**config.mk**
```make
export PLATFORM = sky130hd
export DESIGN_NAME = hex_float_text_parser_unit_flat
export DESIGN_NICKNAME = d
export VERILOG_FILES = /design/src/design/hfp_pkg.sv /design/src/design/hfp_in_if.sv /design/src/design/hfp_out_if.sv /design/src/design/hfp_scan.sv /design/src/design/hfp_pack.sv /design/src/design/hex_float_text_parser_unit.sv /design/src/flat_wrapper.sv
export VERILOG_INCLUDE_DIRS = /design/src /design/src/design
export SDC_FILE = /design/constraint.sdc
export NUM_CORES = 2
export LEC_CHECK = 0
export BUFFER_PORTS_ARGS = -buffer_cell sky130_fd_sc_hd__buf_2
export CORE_MARGIN = 4
export CORE_UTILIZATION = 45
export DETAILED_ROUTE_END_ITERATION = 12
export HOLD_SLACK_MARGIN = 0.1
export PLACE_DENSITY = 0.58
export RECOVER_POWER = 25
export SYNTH_ARGS = -nofsm -noshare
export SYNTH_HDL_FRONTEND = slang
export SYNTH_SLANG_ARGS = --single-unit
```
**constraint.sdc**
```tcl
create_clock -name clk_i -period 32.7 [get_ports clk_i]
set_input_delay 9.81 -clock clk_i [delete_from_list [all_inputs] [get_ports clk_i]]
set_output_delay 9.81 -clock clk_i [all_outputs]
set_load 0.05 [all_outputs]
```
**src/design/assert_macros.svh**
```systemverilog
// assertion macros shared by the rtl files
// no dependencies; define ASSERT_OFF to compile the checks out
`ifndef ASSERT_MACROS_SVH
`define ASSERT_MACROS_SVH

`ifndef ASSERT_OFF

// property must hold at every clock edge outside reset
`define ASSERT_PROP(lbl, clk, rstn, prop, msg) \
  lbl: assert property (@(posedge clk) disable iff (!rstn) prop) else $error(msg);

// expression must never be true outside reset
`define ASSERT_NEVER(lbl, clk, rstn, expr, msg) \
  lbl: assert property (@(posedge clk) disable iff (!rstn) !(expr)) else $error(msg);

`else

`define ASSERT_PROP(lbl, clk, rstn, prop, msg)
`define ASSERT_NEVER(lbl, clk, rstn, expr, msg)

`endif

`endif

```
**src/design/hfp_pkg.sv**
```systemverilog
// types, constants and helpers of the hex float text parser
// no dependencies; used by the interfaces and every module of the block
package hfp_pkg;

  localparam int COUNT_WIDTH = 16;
  localparam int CHAR_W      = 8;
  localparam int DBL_W       = 64;
  localparam int USED_W      = 16;
  localparam int EXPV_W      = 30;
  localparam int BEXP_W      = 32;
  // working width of the biased exponent sum
  localparam int E_W         = ((COUNT_WIDTH > EXPV_W) ? COUNT_WIDTH : EXPV_W) + 4;

  localparam logic [COUNT_WIDTH-1:0] CNT_MAX     = {COUNT_WIDTH{1'b1}};
  localparam logic [COUNT_WIDTH-1:0] KEEP_DIGITS = COUNT_WIDTH'(15);
  localparam logic [USED_W-1:0]      USED_MAX    = {USED_W{1'b1}};

  localparam logic [EXPV_W-1:0]        EXP_CAP   = EXPV_W'(100000000);
  localparam logic signed [BEXP_W-1:0] BEXP_MIN  = -(BEXP_W'(32'sd1073741824));
  localparam logic signed [BEXP_W-1:0] BEXP_STEP = BEXP_W'(4);

  localparam int EXP_BIAS_M1 = 1021;
  localparam int MANT_TOP    = 63;
  localparam int SUBN_MIN    = -53;
  localparam int EXP_MAX     = 2045;
  localparam int ROUND_SHIFT = 10;

  localparam logic [DBL_W-1:0] ROUND_HALF = 64'h0000_0000_0000_0200;
  localparam logic [DBL_W-1:0] INF_BITS   = 64'h7ff0_0000_0000_0000;

  localparam logic [CHAR_W-1:0] CH_0     = 8'h30;
  localparam logic [CHAR_W-1:0] CH_9     = 8'h39;
  localparam logic [CHAR_W-1:0] CH_UA    = 8'h41;
  localparam logic [CHAR_W-1:0] CH_UF    = 8'h46;
  localparam logic [CHAR_W-1:0] CH_LA    = 8'h61;
  localparam logic [CHAR_W-1:0] CH_LF    = 8'h66;
  localparam logic [CHAR_W-1:0] CH_POINT = 8'h2e;
  localparam logic [CHAR_W-1:0] CH_UP    = 8'h50;
  localparam logic [CHAR_W-1:0] CH_LP    = 8'h70;
  localparam logic [CHAR_W-1:0] CH_PLUS  = 8'h2b;
  localparam logic [CHAR_W-1:0] CH_MINUS = 8'h2d;

  typedef enum logic [3:0] {
    PH_MANT       = 4'b0001,
    PH_AFTER_P    = 4'b0010,
    PH_AFTER_SIGN = 4'b0100,
    PH_EXP_DIG    = 4'b1000
  } phase_e;

  typedef enum logic [1:0] {
    END_PLAIN  = 2'd0,
    END_BAD    = 2'd1,
    END_BADEXP = 2'd2,
    END_EXP    = 2'd3
  } end_kind_e;

  // snapshot of the parse state when a number ends
  typedef struct packed {
    logic                     valid;
    end_kind_e                kind;
    logic                     sign;
    logic [DBL_W-1:0]         mant;
    logic [COUNT_WIDTH-1:0]   dig_cnt;
    logic                     pt_seen;
    logic [COUNT_WIDTH-1:0]   pt_pos;
    logic [COUNT_WIDTH-1:0]   zero_run;
    logic signed [BEXP_W-1:0] bexp;
    logic                     exp_neg;
    logic [EXPV_W-1:0]        exp_val;
    logic [COUNT_WIDTH-1:0]   used;
  } fin_req_t;

  typedef struct packed {
    logic [DBL_W-1:0]  double_bits;
    logic [DBL_W-1:0]  raw_mant;
    logic              raw_mant_ok;
    logic              digits_found;
    logic [USED_W-1:0] used_count;
  } res_t;

  function automatic logic [COUNT_WIDTH-1:0] sat_inc(input logic [COUNT_WIDTH-1:0] v);
    return (v == CNT_MAX) ? v : v + 1'b1;
  endfunction

endpackage

```
**src/design/hfp_in_if.sv**
```systemverilog
// character channel into the parser: valid/ready plus one character item
// depends on hfp_pkg
interface hfp_in_if import hfp_pkg::*; ();
  logic              valid;
  logic              ready;
  logic [CHAR_W-1:0] char_code;
  logic              start_req;
  logic              negative;

  modport source (output valid, output char_code, output start_req, output negative,
                  input ready);
  modport sink (input valid, input char_code, input start_req, input negative,
                output ready);
endinterface

```
**src/design/hfp_out_if.sv**
```systemverilog
// result channel out of the parser: valid/ready plus one parsed number
// depends on hfp_pkg
interface hfp_out_if import hfp_pkg::*; ();
  logic              valid;
  logic              ready;
  logic [DBL_W-1:0]  double_bits;
  logic [DBL_W-1:0]  raw_mant;
  logic              raw_mant_ok;
  logic              digits_found;
  logic [USED_W-1:0] used_count;

  modport source (output valid, output double_bits, output raw_mant, output raw_mant_ok,
                  output digits_found, output used_count, input ready);
  modport sink (input valid, input double_bits, input raw_mant, input raw_mant_ok,
                input digits_found, input used_count, output ready);
endinterface

```
**src/design/hfp_scan.sv**
```systemverilog
// per-character parse state: classifies a character, updates the state
// and flags the end of a number; depends on hfp_pkg and assert_macros.svh
`include "assert_macros.svh"

module hfp_scan import hfp_pkg::*; (
  input  logic              clk_i,
  input  logic              rst_ni,
  input  logic              fire_i,
  input  logic [CHAR_W-1:0] char_i,
  input  logic              start_i,
  input  logic              negative_i,
  output fin_req_t          fin_o
);

  phase_e                   ph_q, ph_e, ph_d;
  logic [DBL_W-1:0]         mant_q, mant_e, mant_d;
  logic [COUNT_WIDTH-1:0]   dig_q, dig_e, dig_d;
  logic                     ptseen_q, ptseen_e, ptseen_d;
  logic [COUNT_WIDTH-1:0]   ptpos_q, ptpos_e, ptpos_d;
  logic [COUNT_WIDTH-1:0]   zrun_q, zrun_e, zrun_d;
  logic signed [BEXP_W-1:0] bexp_q, bexp_e, bexp_d;
  logic                     eneg_q, eneg_e, eneg_d;
  logic [EXPV_W-1:0]        eval_q, eval_e, eval_d;
  logic                     sign_q, sign_e, sign_d;
  logic [COUNT_WIDTH-1:0]   cc_q, cc_e, cc_d;
  logic [COUNT_WIDTH-1:0]   cbe_q, cbe_e, cbe_d;
  logic                     ended_q, ended_e, ended_d;

  logic              is_dec, is_hex, is_point, is_p, is_sign, is_term;
  logic [3:0]        hex_val;
  logic [EXPV_W+3:0] ev_ten;
  logic              fin_vld;
  end_kind_e         fin_kind;

  assign is_dec   = char_i inside {[CH_0:CH_9]};
  assign is_hex   = is_dec || (char_i inside {[CH_UA:CH_UF], [CH_LA:CH_LF]});
  assign is_point = (char_i == CH_POINT);
  assign is_p     = (char_i == CH_UP) || (char_i == CH_LP);
  assign is_sign  = (char_i == CH_PLUS) || (char_i == CH_MINUS);
  assign is_term  = (char_i < CH_POINT) || (char_i > CH_LP);
  // letters a..f and A..F share the low three bits
  assign hex_val  = is_dec ? char_i[3:0] : 4'(char_i[2:0]) + 4'd9;

  // state as seen by this character, after an optional restart
  always_comb begin
    if (start_i) begin
      ph_e     = PH_MANT;
      mant_e   = '0;
      dig_e    = '0;
      ptseen_e = 1'b0;
      ptpos_e  = '0;
      zrun_e   = '0;
      bexp_e   = '0;
      eneg_e   = 1'b0;
      eval_e   = '0;
      sign_e   = negative_i;
      cc_e     = '0;
      cbe_e    = '0;
      ended_e  = 1'b0;
    end else begin
      ph_e     = ph_q;
      mant_e   = mant_q;
      dig_e    = dig_q;
      ptseen_e = ptseen_q;
      ptpos_e  = ptpos_q;
      zrun_e   = zrun_q;
      bexp_e   = bexp_q;
      eneg_e   = eneg_q;
      eval_e   = eval_q;
      sign_e   = sign_q;
      cc_e     = cc_q;
      cbe_e    = cbe_q;
      ended_e  = ended_q;
    end
  end

  always_comb begin
    ph_d     = ph_e;
    mant_d   = mant_e;
    dig_d    = dig_e;
    ptseen_d = ptseen_e;
    ptpos_d  = ptpos_e;
    zrun_d   = zrun_e;
    bexp_d   = bexp_e;
    eneg_d   = eneg_e;
    eval_d   = eval_e;
    sign_d   = sign_e;
    cc_d     = cc_e;
    cbe_d    = cbe_e;
    fin_vld  = 1'b0;
    fin_kind = END_PLAIN;
    ev_ten   = {1'b0, eval_e, 3'b000} + {3'b000, eval_e, 1'b0};

    if (!ended_e) begin
      case (ph_e)
        PH_MANT: begin
          if (is_term) begin
            fin_vld  = 1'b1;
            fin_kind = END_PLAIN;
          end else if (is_point) begin
            if (ptseen_e) begin
              fin_vld  = 1'b1;
              fin_kind = END_BAD;
            end else begin
              ptseen_d = 1'b1;
              ptpos_d  = dig_e;
              cc_d     = sat_inc(cc_e);
            end
          end else if (is_p) begin
            cbe_d = cc_e;
            cc_d  = sat_inc(cc_e);
            ph_d  = PH_AFTER_P;
          end else if (is_hex) begin
            cc_d = sat_inc(cc_e);
            if (dig_e == '0 && hex_val == 4'd0) begin
              // leading zero: skipped, scales the value after the point
              zrun_d = sat_inc(zrun_e);
              if (ptseen_e && bexp_e > BEXP_MIN) begin
                bexp_d = bexp_e - BEXP_STEP;
              end
            end else begin
              if (dig_e < KEEP_DIGITS) begin
                mant_d = {mant_e[DBL_W-5:0], hex_val};
              end else if (hex_val != 4'd0) begin
                mant_d = mant_e | DBL_W'(1);
              end
              dig_d = sat_inc(dig_e);
            end
          end else begin
            fin_vld  = 1'b1;
            fin_kind = END_BAD;
          end
        end
        PH_AFTER_P, PH_AFTER_SIGN: begin
          if (ph_e == PH_AFTER_P && is_sign) begin
            eneg_d = (char_i == CH_MINUS);
            cc_d   = sat_inc(cc_e);
            ph_d   = PH_AFTER_SIGN;
          end else if (is_dec) begin
            eval_d = EXPV_W'(char_i[3:0]);
            cc_d   = sat_inc(cc_e);
            ph_d   = PH_EXP_DIG;
          end else begin
            fin_vld  = 1'b1;
            fin_kind = END_BADEXP;
          end
        end
        PH_EXP_DIG: begin
          if (is_dec) begin
            if (eval_e < EXP_CAP) begin
              eval_d = EXPV_W'(ev_ten + (EXPV_W+4)'(char_i[3:0]));
            end
            cc_d = sat_inc(cc_e);
          end else begin
            fin_vld  = 1'b1;
            fin_kind = END_EXP;
          end
        end
        default: begin
          fin_vld  = 1'b1;
          fin_kind = END_BAD;
        end
      endcase
    end
    ended_d = ended_e | fin_vld;
  end

  always_comb begin
    fin_o.valid    = fin_vld;
    fin_o.kind     = fin_kind;
    fin_o.sign     = sign_e;
    fin_o.mant     = mant_e;
    fin_o.dig_cnt  = dig_e;
    fin_o.pt_seen  = ptseen_e;
    fin_o.pt_pos   = ptpos_e;
    fin_o.zero_run = zrun_e;
    fin_o.bexp     = bexp_e;
    fin_o.exp_neg  = eneg_e;
    fin_o.exp_val  = eval_e;
    fin_o.used     = (fin_kind == END_BADEXP) ? cbe_e : cc_e;
  end

  always_ff @(posedge clk_i or negedge rst_ni) begin
    if (!rst_ni) begin
      ph_q     <= PH_MANT;
      mant_q   <= '0;
      dig_q    <= '0;
      ptseen_q <= 1'b0;
      ptpos_q  <= '0;
      zrun_q   <= '0;
      bexp_q   <= '0;
      eneg_q   <= 1'b0;
      eval_q   <= '0;
      sign_q   <= 1'b0;
      cc_q     <= '0;
      cbe_q    <= '0;
      ended_q  <= 1'b0;
    end else if (fire_i) begin
      ph_q     <= ph_d;
      mant_q   <= mant_d;
      dig_q    <= dig_d;
      ptseen_q <= ptseen_d;
      ptpos_q  <= ptpos_d;
      zrun_q   <= zrun_d;
      bexp_q   <= bexp_d;
      eneg_q   <= eneg_d;
      eval_q   <= eval_d;
      sign_q   <= sign_d;
      cc_q     <= cc_d;
      cbe_q    <= cbe_d;
      ended_q  <= ended_d;
    end
  end

  // the first counted digit is nonzero, so the mantissa cannot be empty
  `ASSERT_PROP(a_dig_mant, clk_i, rst_ni, (dig_q != '0) |-> (mant_q != '0), "digits counted with zero mantissa")
  `ASSERT_NEVER(a_pt_pos, clk_i, rst_ni, ptpos_q > dig_q, "point position beyond digit count")
  // once ended, characters without a restart leave the state alone
  `ASSERT_PROP(a_ended_hold, clk_i, rst_ni, (fire_i && ended_q && !start_i) |=> (ended_q && $stable(mant_q) && $stable(cc_q)), "state changed after end of number")

endmodule

```
**src/design/hfp_pack.sv**
```systemverilog
// turns the parse state at the end of a number into binary64 bits,
// the raw mantissa and the used count; depends on hfp_pkg
module hfp_pack import hfp_pkg::*; (
  input  fin_req_t fin_i,
  output res_t     res_o
);

  logic [DBL_W-1:0]       sgn;
  logic                   found;
  logic                   plain;
  logic [COUNT_WIDTH-1:0] pt;
  logic [COUNT_WIDTH-1:0] ic;
  logic [5:0]             msb;
  logic [5:0]             lz;
  logic signed [E_W-1:0]  bexp_x;
  logic signed [E_W-1:0]  diff;
  logic signed [E_W-1:0]  e_s;
  logic                   out_range;
  logic [5:0]             d;
  logic [10:0]            e_fld;
  logic [6:0]             sh;
  logic [DBL_W-1:0]       m_n;
  logic [DBL_W-1:0]       half;
  logic [DBL_W-1:0]       m_r;

  always_comb begin
    sgn   = {fin_i.sign, {(DBL_W-1){1'b0}}};
    found = (fin_i.dig_cnt != '0) || (fin_i.zero_run != '0);
    plain = (fin_i.kind == END_PLAIN);

    // position of the top set bit of the mantissa
    msb = '0;
    for (int i = 0; i < DBL_W; i++) begin
      if (fin_i.mant[i]) msb = 6'(i);
    end
    lz = 6'(MANT_TOP - 1) - msb;

    bexp_x = E_W'(fin_i.bexp);
    if (fin_i.kind == END_EXP) begin
      if (fin_i.exp_neg) bexp_x = bexp_x - $signed(E_W'(fin_i.exp_val));
      else               bexp_x = bexp_x + $signed(E_W'(fin_i.exp_val));
    end

    pt   = fin_i.pt_seen ? fin_i.pt_pos : fin_i.dig_cnt;
    ic   = (fin_i.dig_cnt > KEEP_DIGITS) ? KEEP_DIGITS : fin_i.dig_cnt;
    diff = $signed(E_W'(pt)) - $signed(E_W'(ic));
    e_s  = bexp_x + (diff <<< 2) + $signed(E_W'(EXP_BIAS_M1 + MANT_TOP))
           - $signed(E_W'(lz));

    out_range = (e_s < $signed(E_W'(SUBN_MIN))) || (e_s > $signed(E_W'(EXP_MAX)));

    // subnormal: shift the mantissa further right by the deficit
    if (e_s < 0) begin
      d     = 6'(-e_s);
      e_fld = '0;
    end else begin
      d     = '0;
      e_fld = e_s[10:0];
    end
    sh   = 7'(ROUND_SHIFT) + {1'b0, d};
    m_n  = fin_i.mant << lz;
    half = ROUND_HALF << d;
    // round half to even: guard bit plus sticky bits plus result lsb
    if (({1'b0, lz} < sh) && ((m_n & ((half << 1) + half - DBL_W'(1))) != '0)) begin
      m_r = m_n + half;
    end else begin
      m_r = m_n;
    end

    res_o.digits_found = found;
    res_o.used_count   = !found ? '0 :
                         (32'(fin_i.used) > 32'(USED_MAX)) ? USED_MAX
                                                           : USED_W'(fin_i.used);
    if (fin_i.dig_cnt == '0) begin
      res_o.double_bits = sgn;
      res_o.raw_mant    = '0;
      res_o.raw_mant_ok = plain;
    end else if (out_range) begin
      res_o.double_bits = (e_s > 0) ? (sgn | INF_BITS) : sgn;
      res_o.raw_mant    = '0;
      res_o.raw_mant_ok = 1'b0;
    end else begin
      // hidden bit carries into the exponent field
      res_o.double_bits = sgn + {1'b0, e_fld, 52'b0} + (m_r >> sh[5:0]);
      res_o.raw_mant    = plain ? fin_i.mant : '0;
      res_o.raw_mant_ok = plain;
    end
  end

endmodule

```
**src/design/hex_float_text_parser_unit.sv**
```systemverilog
// Hex float text parser. Takes one character per transfer (hex digits, one
// point, optional p/P exponent with sign and decimal digits); the character
// after the number ends it and yields one result: binary64 bits rounded to
// nearest even, the raw mantissa and the character count. A character with
// start_req set opens a new number; after a result, characters without
// start_req are dropped. One character is taken every clock cycle, except
// while a terminating character waits for a stalled result to leave the
// output register. Each character passes an input register, then the parse
// state update and the normalize/round logic, and its result lands in the
// output register.
// depends on hfp_pkg, hfp_in_if, hfp_out_if, hfp_scan, hfp_pack
`include "assert_macros.svh"

module hex_float_text_parser_unit import hfp_pkg::*; (
  input  logic      clk_i,
  input  logic      rst_ni,
  hfp_in_if.sink    in_i,
  hfp_out_if.source out_o
);

  logic              in_vld_q;
  logic [CHAR_W-1:0] char_q;
  logic              start_q;
  logic              neg_q;
  logic              in_rdy;
  logic              out_free;
  logic              fire;
  logic              out_vld_q;
  res_t              res_q;
  fin_req_t          fin;
  res_t              res;

  hfp_scan u_scan (
    .clk_i      (clk_i),
    .rst_ni     (rst_ni),
    .fire_i     (fire),
    .char_i     (char_q),
    .start_i    (start_q),
    .negative_i (neg_q),
    .fin_o      (fin)
  );

  hfp_pack u_pack (
    .fin_i (fin),
    .res_o (res)
  );

  // a character that ends a number needs room in the output register
  assign out_free = !out_vld_q || out_o.ready;
  assign fire     = in_vld_q && (!fin.valid || out_free);
  assign in_rdy   = !in_vld_q || fire;

  assign in_i.ready = in_rdy;

  always_ff @(posedge clk_i or negedge rst_ni) begin
    if (!rst_ni) begin
      in_vld_q <= 1'b0;
    end else if (in_rdy) begin
      in_vld_q <= in_i.valid;
    end
  end

  always_ff @(posedge clk_i) begin
    if (in_rdy && in_i.valid) begin
      char_q  <= in_i.char_code;
      start_q <= in_i.start_req;
      neg_q   <= in_i.negative;
    end
  end

  always_ff @(posedge clk_i or negedge rst_ni) begin
    if (!rst_ni) begin
      out_vld_q <= 1'b0;
    end else if (fire && fin.valid) begin
      out_vld_q <= 1'b1;
    end else if (out_o.ready) begin
      out_vld_q <= 1'b0;
    end
  end

  always_ff @(posedge clk_i) begin
    if (fire && fin.valid) begin
      res_q <= res;
    end
  end

  assign out_o.valid        = out_vld_q;
  assign out_o.double_bits  = res_q.double_bits;
  assign out_o.raw_mant     = res_q.raw_mant;
  assign out_o.raw_mant_ok  = res_q.raw_mant_ok;
  assign out_o.digits_found = res_q.digits_found;
  assign out_o.used_count   = res_q.used_count;

  // a terminator waits while the previous result is stalled
  `ASSERT_PROP(a_term_wait, clk_i, rst_ni, (in_vld_q && fin.valid && out_vld_q && !out_o.ready) |=> (in_vld_q && $stable(char_q)), "terminator dropped under stall")
  // a character that ends nothing leaves a stalled result alone
  `ASSERT_PROP(a_res_hold, clk_i, rst_ni, (fire && !fin.valid && out_vld_q && !out_o.ready) |=> (out_vld_q && $stable(res_q)), "stalled result disturbed")
  `ASSERT_PROP(a_raw_zero, clk_i, rst_ni, (out_vld_q && !res_q.raw_mant_ok) |-> (res_q.raw_mant == '0), "raw mantissa set without its flag")
  `ASSERT_PROP(a_no_digits, clk_i, rst_ni, (out_vld_q && !res_q.digits_found) |-> (res_q.used_count == '0 && res_q.double_bits[DBL_W-2:0] == '0), "nonzero result without digits")

endmodule

```
**src/flat_wrapper.sv**
```systemverilog
// flat-port wrapper written by rule: the top's interface ports become plain ports
module hex_float_text_parser_unit_flat import hfp_pkg::*;
  (clk_i, rst_ni, in_i_valid, in_i_char_code, in_i_start_req, in_i_negative, in_i_ready, out_o_valid, out_o_double_bits, out_o_raw_mant, out_o_raw_mant_ok, out_o_digits_found, out_o_used_count, out_o_ready);
  hfp_in_if in_i_i ();
  hfp_out_if out_o_i ();
  input  logic clk_i;
  input  logic rst_ni;
  input wire logic [$bits(in_i_i.valid)-1:0] in_i_valid;
  input wire logic [$bits(in_i_i.char_code)-1:0] in_i_char_code;
  input wire logic [$bits(in_i_i.start_req)-1:0] in_i_start_req;
  input wire logic [$bits(in_i_i.negative)-1:0] in_i_negative;
  output wire logic [$bits(in_i_i.ready)-1:0] in_i_ready;
  output wire logic [$bits(out_o_i.valid)-1:0] out_o_valid;
  output wire logic [$bits(out_o_i.double_bits)-1:0] out_o_double_bits;
  output wire logic [$bits(out_o_i.raw_mant)-1:0] out_o_raw_mant;
  output wire logic [$bits(out_o_i.raw_mant_ok)-1:0] out_o_raw_mant_ok;
  output wire logic [$bits(out_o_i.digits_found)-1:0] out_o_digits_found;
  output wire logic [$bits(out_o_i.used_count)-1:0] out_o_used_count;
  input wire logic [$bits(out_o_i.ready)-1:0] out_o_ready;
  assign in_i_i.valid = in_i_valid;
  assign in_i_i.char_code = in_i_char_code;
  assign in_i_i.start_req = in_i_start_req;
  assign in_i_i.negative = in_i_negative;
  assign in_i_ready = in_i_i.ready;
  assign out_o_valid = out_o_i.valid;
  assign out_o_double_bits = out_o_i.double_bits;
  assign out_o_raw_mant = out_o_i.raw_mant;
  assign out_o_raw_mant_ok = out_o_i.raw_mant_ok;
  assign out_o_digits_found = out_o_i.digits_found;
  assign out_o_used_count = out_o_i.used_count;
  assign out_o_i.ready = out_o_ready;
  hex_float_text_parser_unit u_core (.clk_i(clk_i), .rst_ni(rst_ni), .in_i(in_i_i), .out_o(out_o_i));
endmodule
```
; ---- Word level (Yosys, flattened, before mapping)
; Index checks and enable logic that the tools add are counted.
; W data, S select, Z words.
[classes]
eq_ne = 14
reduce_logical = 33
bitwise_logic = 3
mux = 182
n_addsub = 21
order_cmp = 17
shift = 3
[ops]
columns = cell, n
row1 = $mux W64, 11
row2 = $mux W16, 42
row3 = $mux W6, 59
row4 = $mux W32, 9
row5 = $mux W129, 2
row6 = $add A64 B64 Y64, 3
row7 = $mux W30, 6
row8 = $mux W34, 2
row9 = $add A64 B63 Y64, 1
row10 = $and A64 B64 Y64, 1
row11 = $reduce_bool A64 Y1, 1
row12 = $shl A10 B6 Y64 const A, 1
row13 = $shl A64 B6 Y64, 1
row14 = $shr A64 B6 Y64, 1
row15 = $sub A64 B1 Y64 const B, 1
row16 = $mux W63, 1
row17 = $pmux W30 S2, 1
row18 = $add A16 B1 Y16 const B, 3
row19 = $eq A16 B16 Y1 const B, 3
row20 = $pmux W16 S3, 1
row21 = $add A34 B12 Y34 const B, 1
row22 = $add A34 B19 Y34, 1
row23 = $gt A34 B1 Y1 const B, 1
row24 = $gt A34 B12 Y1 const B, 1
row25 = 52 further kinds, 119
[totals]
register_bits = 372
wordCells = 297
in_bits = 14
out_inout_bits = 148

; ---- Depth between registers and ports, before layout
[logic_depth]
depth_word = 79
depth_mapped = 103

; ---- Hierarchy
; From an unflattened synthesis, not the netlist that was laid out.
[hier_totals]
hier_cells = 6353
hier_area_um2 = 48647.9
[by_module_without_submodules]
columns = mod, instances, seq_area_each_um2, area_per_inst_um2, cells_per_inst
row1 = hfp_pack, 1, 0.0, 29582.1, 4554
row2 = hfp_scan, 1, 5356.4, 14274.9, 1633
row3 = hex_float_text_parser_unit, 1, 4734.5, 4790.8, 166

; ---- Worst setup path before layout
; OpenSTA, ideal clock, no wires.
[synth_path]
path_kind = flip-flop to flip-flop
start = reg u_core.start_q
end = reg u_core.res_q (netlist bit u_core.out_o.double_bits[63]), data pin
n_path_buf = 24
setup_ns = 0.260
stages_incl_launch_ff = 100
synth_period_minus_slack_ns = 20.487
arrival_ns = 20.227
slack_ns = 12.213
path_cell_list = edfxtp_1 -> buf_2 -> buf_2 -> buf_2 -> buf_1 -> buf_2 -> buf_2 -> buf_2 -> clkbuf_1 -> buf_1 -> clkbuf_1 -> buf_2 -> buf_1 -> clkbuf_1 -> buf_1 -> clkbuf_1 -> buf_1 -> buf_1 -> [... 64 more ...] -> a21oi_1 -> a221oi_1 -> a21oi_1 -> nor2_1 -> ha_1 -> a21o_1 -> a21o_1 -> a21o_1 -> a21oi_1 -> o21bai_1 -> a21oi_1 -> o21bai_1 -> a21oi_1 -> o21bai_1 -> a21oi_1 -> xor2_1 -> nor2_1 -> xnor2_1
[synth_rtl]
columns = item, line
row1 = start: declaration, hex_float_text_parser_unit.sv:23  ; logic start_q;
row2 = start signal: assignment, hex_float_text_parser_unit.sv:66  ; start_q <= in_i.start_req;
row3 = end signal: assignment, hex_float_text_parser_unit.sv:83  ; res_q <= res;
row4 = end: declaration, hex_float_text_parser_unit.sv:29  ; res_t res_q;

==> qor.csv <==
metric;value;unit
cap_violations;9;
grt_usage;35.2;%
end_kind;register;
io_pins;162;
dieArea;0.110;mm^2
start_kind;register;
routabilityCongestion;1.01;
syn_area;0.0470;mm^2
nets;6502;
synth_top_flop_cell;dfrtp_1;
utilization;48.5;%
finalCritPeriodShare;79.3;%
num_vias;49600;
min_path_cells;2;
finClkSkew;0.0192;ns
core;0.103;mm^2
die_h;331;um
worst_path_most_repeated_cell;a21oi_1;
fin_cells;7522;
grt_pass1_vias;45700;
cts_hold_buf;0;
overflow;0;
status;finished with violations;
reg2reg_from;u_core.start_q;
final_common_cell;nand2_1;
wl_per_cell;26.5;um
synth_cells;6192;
fin_hold_ws;0.467;ns
r2r-end;u_core.out_o.double_bits[63];
critPathMaxStageDelay;1.94;ns
yosys_register_bits;372;
min_from;u_core.u_scan.eval_q[12];
period_minus_slack;25.92;ns
layout-drive-gt1-share;8.65;%
worstPathRequired;33.05;ns
ys_seq_area_share;21.5;%
grt_first_pass_wirelength;297;mm
start_util;45.4;%
path_delay_family;compound AO/OA/AOI/OAI gates;
grt_start_max_net_pins;82;
hold_class;reg -> reg;
cts_max_path_buffers;3;
cts_buffers;45;
ant_nets;0;
antenna_found_initial;2;
finalMaxSlewViolations;435;
worst-path-buf-inv;8;
hold_viol;0;
viasPerCell;6.59;
drtPass1Iterations;8;
postCtsResizedCells;0;
syn_avg_cell_area;7.58;um^2
placed_cells;7436;
cts.sinks;372;
final_cell_mix;nand2_1 (615), nor2_1 (542), o21ai_0 (438);
whs_endpoint;u_core.u_scan.eval_q[12];
cp-startpoint;u_core.start_q;
rrSetupSlack;6.78;ns
setup_viol;0;
portBuffers;161;
critical_path_class;reg -> reg;
failed_checks;max-capacitance violations, max-slew violations;
synth_edf_count;156;
drtIter0Drc;6439;
clkLatencyLatePin;0.62;ns
root_buffer;clkbuf_16;
postCtsSetupRepairBufs;0;
tightest_slew;4.79;ns
post-route-drc-count;0;
yosysWarnings;0;
h-tree-depth;2;
slowest_stage;clkbuf_1;
fmax;38.6;MHz
cts.clk_slew.worst_paths;0.07;ns
drt_wl_total;200;mm
cp_max_fo;55;
rsz0062_at_grt;false;
die_x;331;um
timing.slew.headroom;-219;%
async_flop_share;58.1;%
yosys.cell_types.count;124;
tns;0;ns
hpwl;151;mm
reg2reg_depth;81;
syn2layout_area_growth;6.94;%
rows;118;
cts_tree;done;
cp.arrival;26.27;ns
-- cell usage after synthesis (40+ instances only) --
library cell  number  area [um^2]
a211oi_1          74          556
a21o_1           155         1160
a21oi_1          410         2050
a22oi_1          115          863
a31oi_1           73          457
and2_1            90          563
and3_1            53          332
buf_1             60          225
buf_2             53          265
clkbuf_1         288         1080
dfrtp_1          215         5380
edfxtp_1         156         4680
ha_1             374         4680
inv_1            356         1340
mux2_2            55          619
mux2i_1          206         2060
nand2_1          617         2320
nand2b_1          49          307
nand3_1          204         1020
nand4_1           77          482
nor2_1           548         2060
nor2b_1          115          719
nor3_1           177          886
nor4_1            54          338
o211ai_1          82          616
o21a_1            45          338
o21ai_0          439         2200
o21bai_1          44          330
o22ai_1           53          332
o31ai_1           40          300
or3_1             44          275
xnor2_1          174         1520
xor2_1           103          902
-- tightest hold or removal path, delay by kind of cell, from the launching register on --
kind | cells | cell delay [ns]
flip-flops | 1 | 0.33
AO/OA/AOI/OAI | 1 | 0.05
AND/OR/NAND/NOR | 1 | 0.04
-- worst max-delay path by stage --
| stage | endpoint | slack, ns | cells after the start |
|---|---|---|---|
| floorplan | u_core.out_o.double_bits[63] | 12.21 | 99 |
| global placement | u_core.out_o.double_bits[63] | 11.52 | 85 |
| detailed placement | u_core.out_o.double_bits[63] | 10.97 | 83 |
| CTS | u_core.out_o.double_bits[63] | 10.92 | 83 |
| global route | u_core.out_o.double_bits[63] | 4.82 | 81 |
| finish | u_core.out_o.double_bits[63] | 6.78 | 81 |
-- final cells by class --
class                      instances  area, um^2
multi-input combinational       5046       33900
antenna                            2        5.00
sequential                       372       10100
inverter                         364        1370
clock buffer                      56        1220
clock inverter                    28         267
fill                           10300       53300
timing repair buffer             274        1630
tap                             1380        1730
-- through the flow --
stage / area (um^2) / setup WS (ns)
after floorplan: 47000 / 12.21
after global placement: 48800 / 11.52
after detailed placement: 48800 / 10.97
after CTS: 50300 / 10.92
after global routing: 50200 / 4.82
final: 50200 / 6.78
-- cells by family after synthesis --
| logic type | share of synthesized area [%] |
|---|---|
| compound gates | 27.5 |
| xor+xnor | 5.17 |
| fa+ha+maj | 10.5 |
| buf+inv | 6.65 |
| flops | 21.5 |
| mux | 7.06 |
| other cells | 0.00799 |
| simple gates | 21.6 |
-- sequential cells by signal, summed over array words and instances (netlist names), 4 cells and up --
| register | count |
|---|---|
| u_core.out_o.double_bits | 64 |
| u_core.out_o.raw_mant | 64 |
| u_core.u_scan.mant_q | 64 |
| u_core.u_scan.bexp_q | 32 |
| u_core.u_scan.eval_q | 30 |
| u_core.out_o.used_count | 16 |
| u_core.u_scan.cbe_q | 16 |
| u_core.u_scan.cc_q | 16 |
| u_core.u_scan.dig_q | 16 |
| u_core.u_scan.ptpos_q | 16 |
| u_core.u_scan.zrun_q | 16 |
| u_core.char_q | 8 |
| u_core.u_scan.ph_q | 4 |
-- metal layers --
layer / share of wire, % / up-vias / track usage (%)
met5: 0.0060 / - / 0
met4: 4.3 / 2 / 12.8
met3: 9.6 / 412 / 6.02
met2: 44 / 2641 / 54.2
met1: 43 / 24000 / 49.6
li1: - / 22600 / -
Power is left out: the tool's default activity adds up to more than one toggle a clock period on the data nets, which glitch-free logic cannot reach.
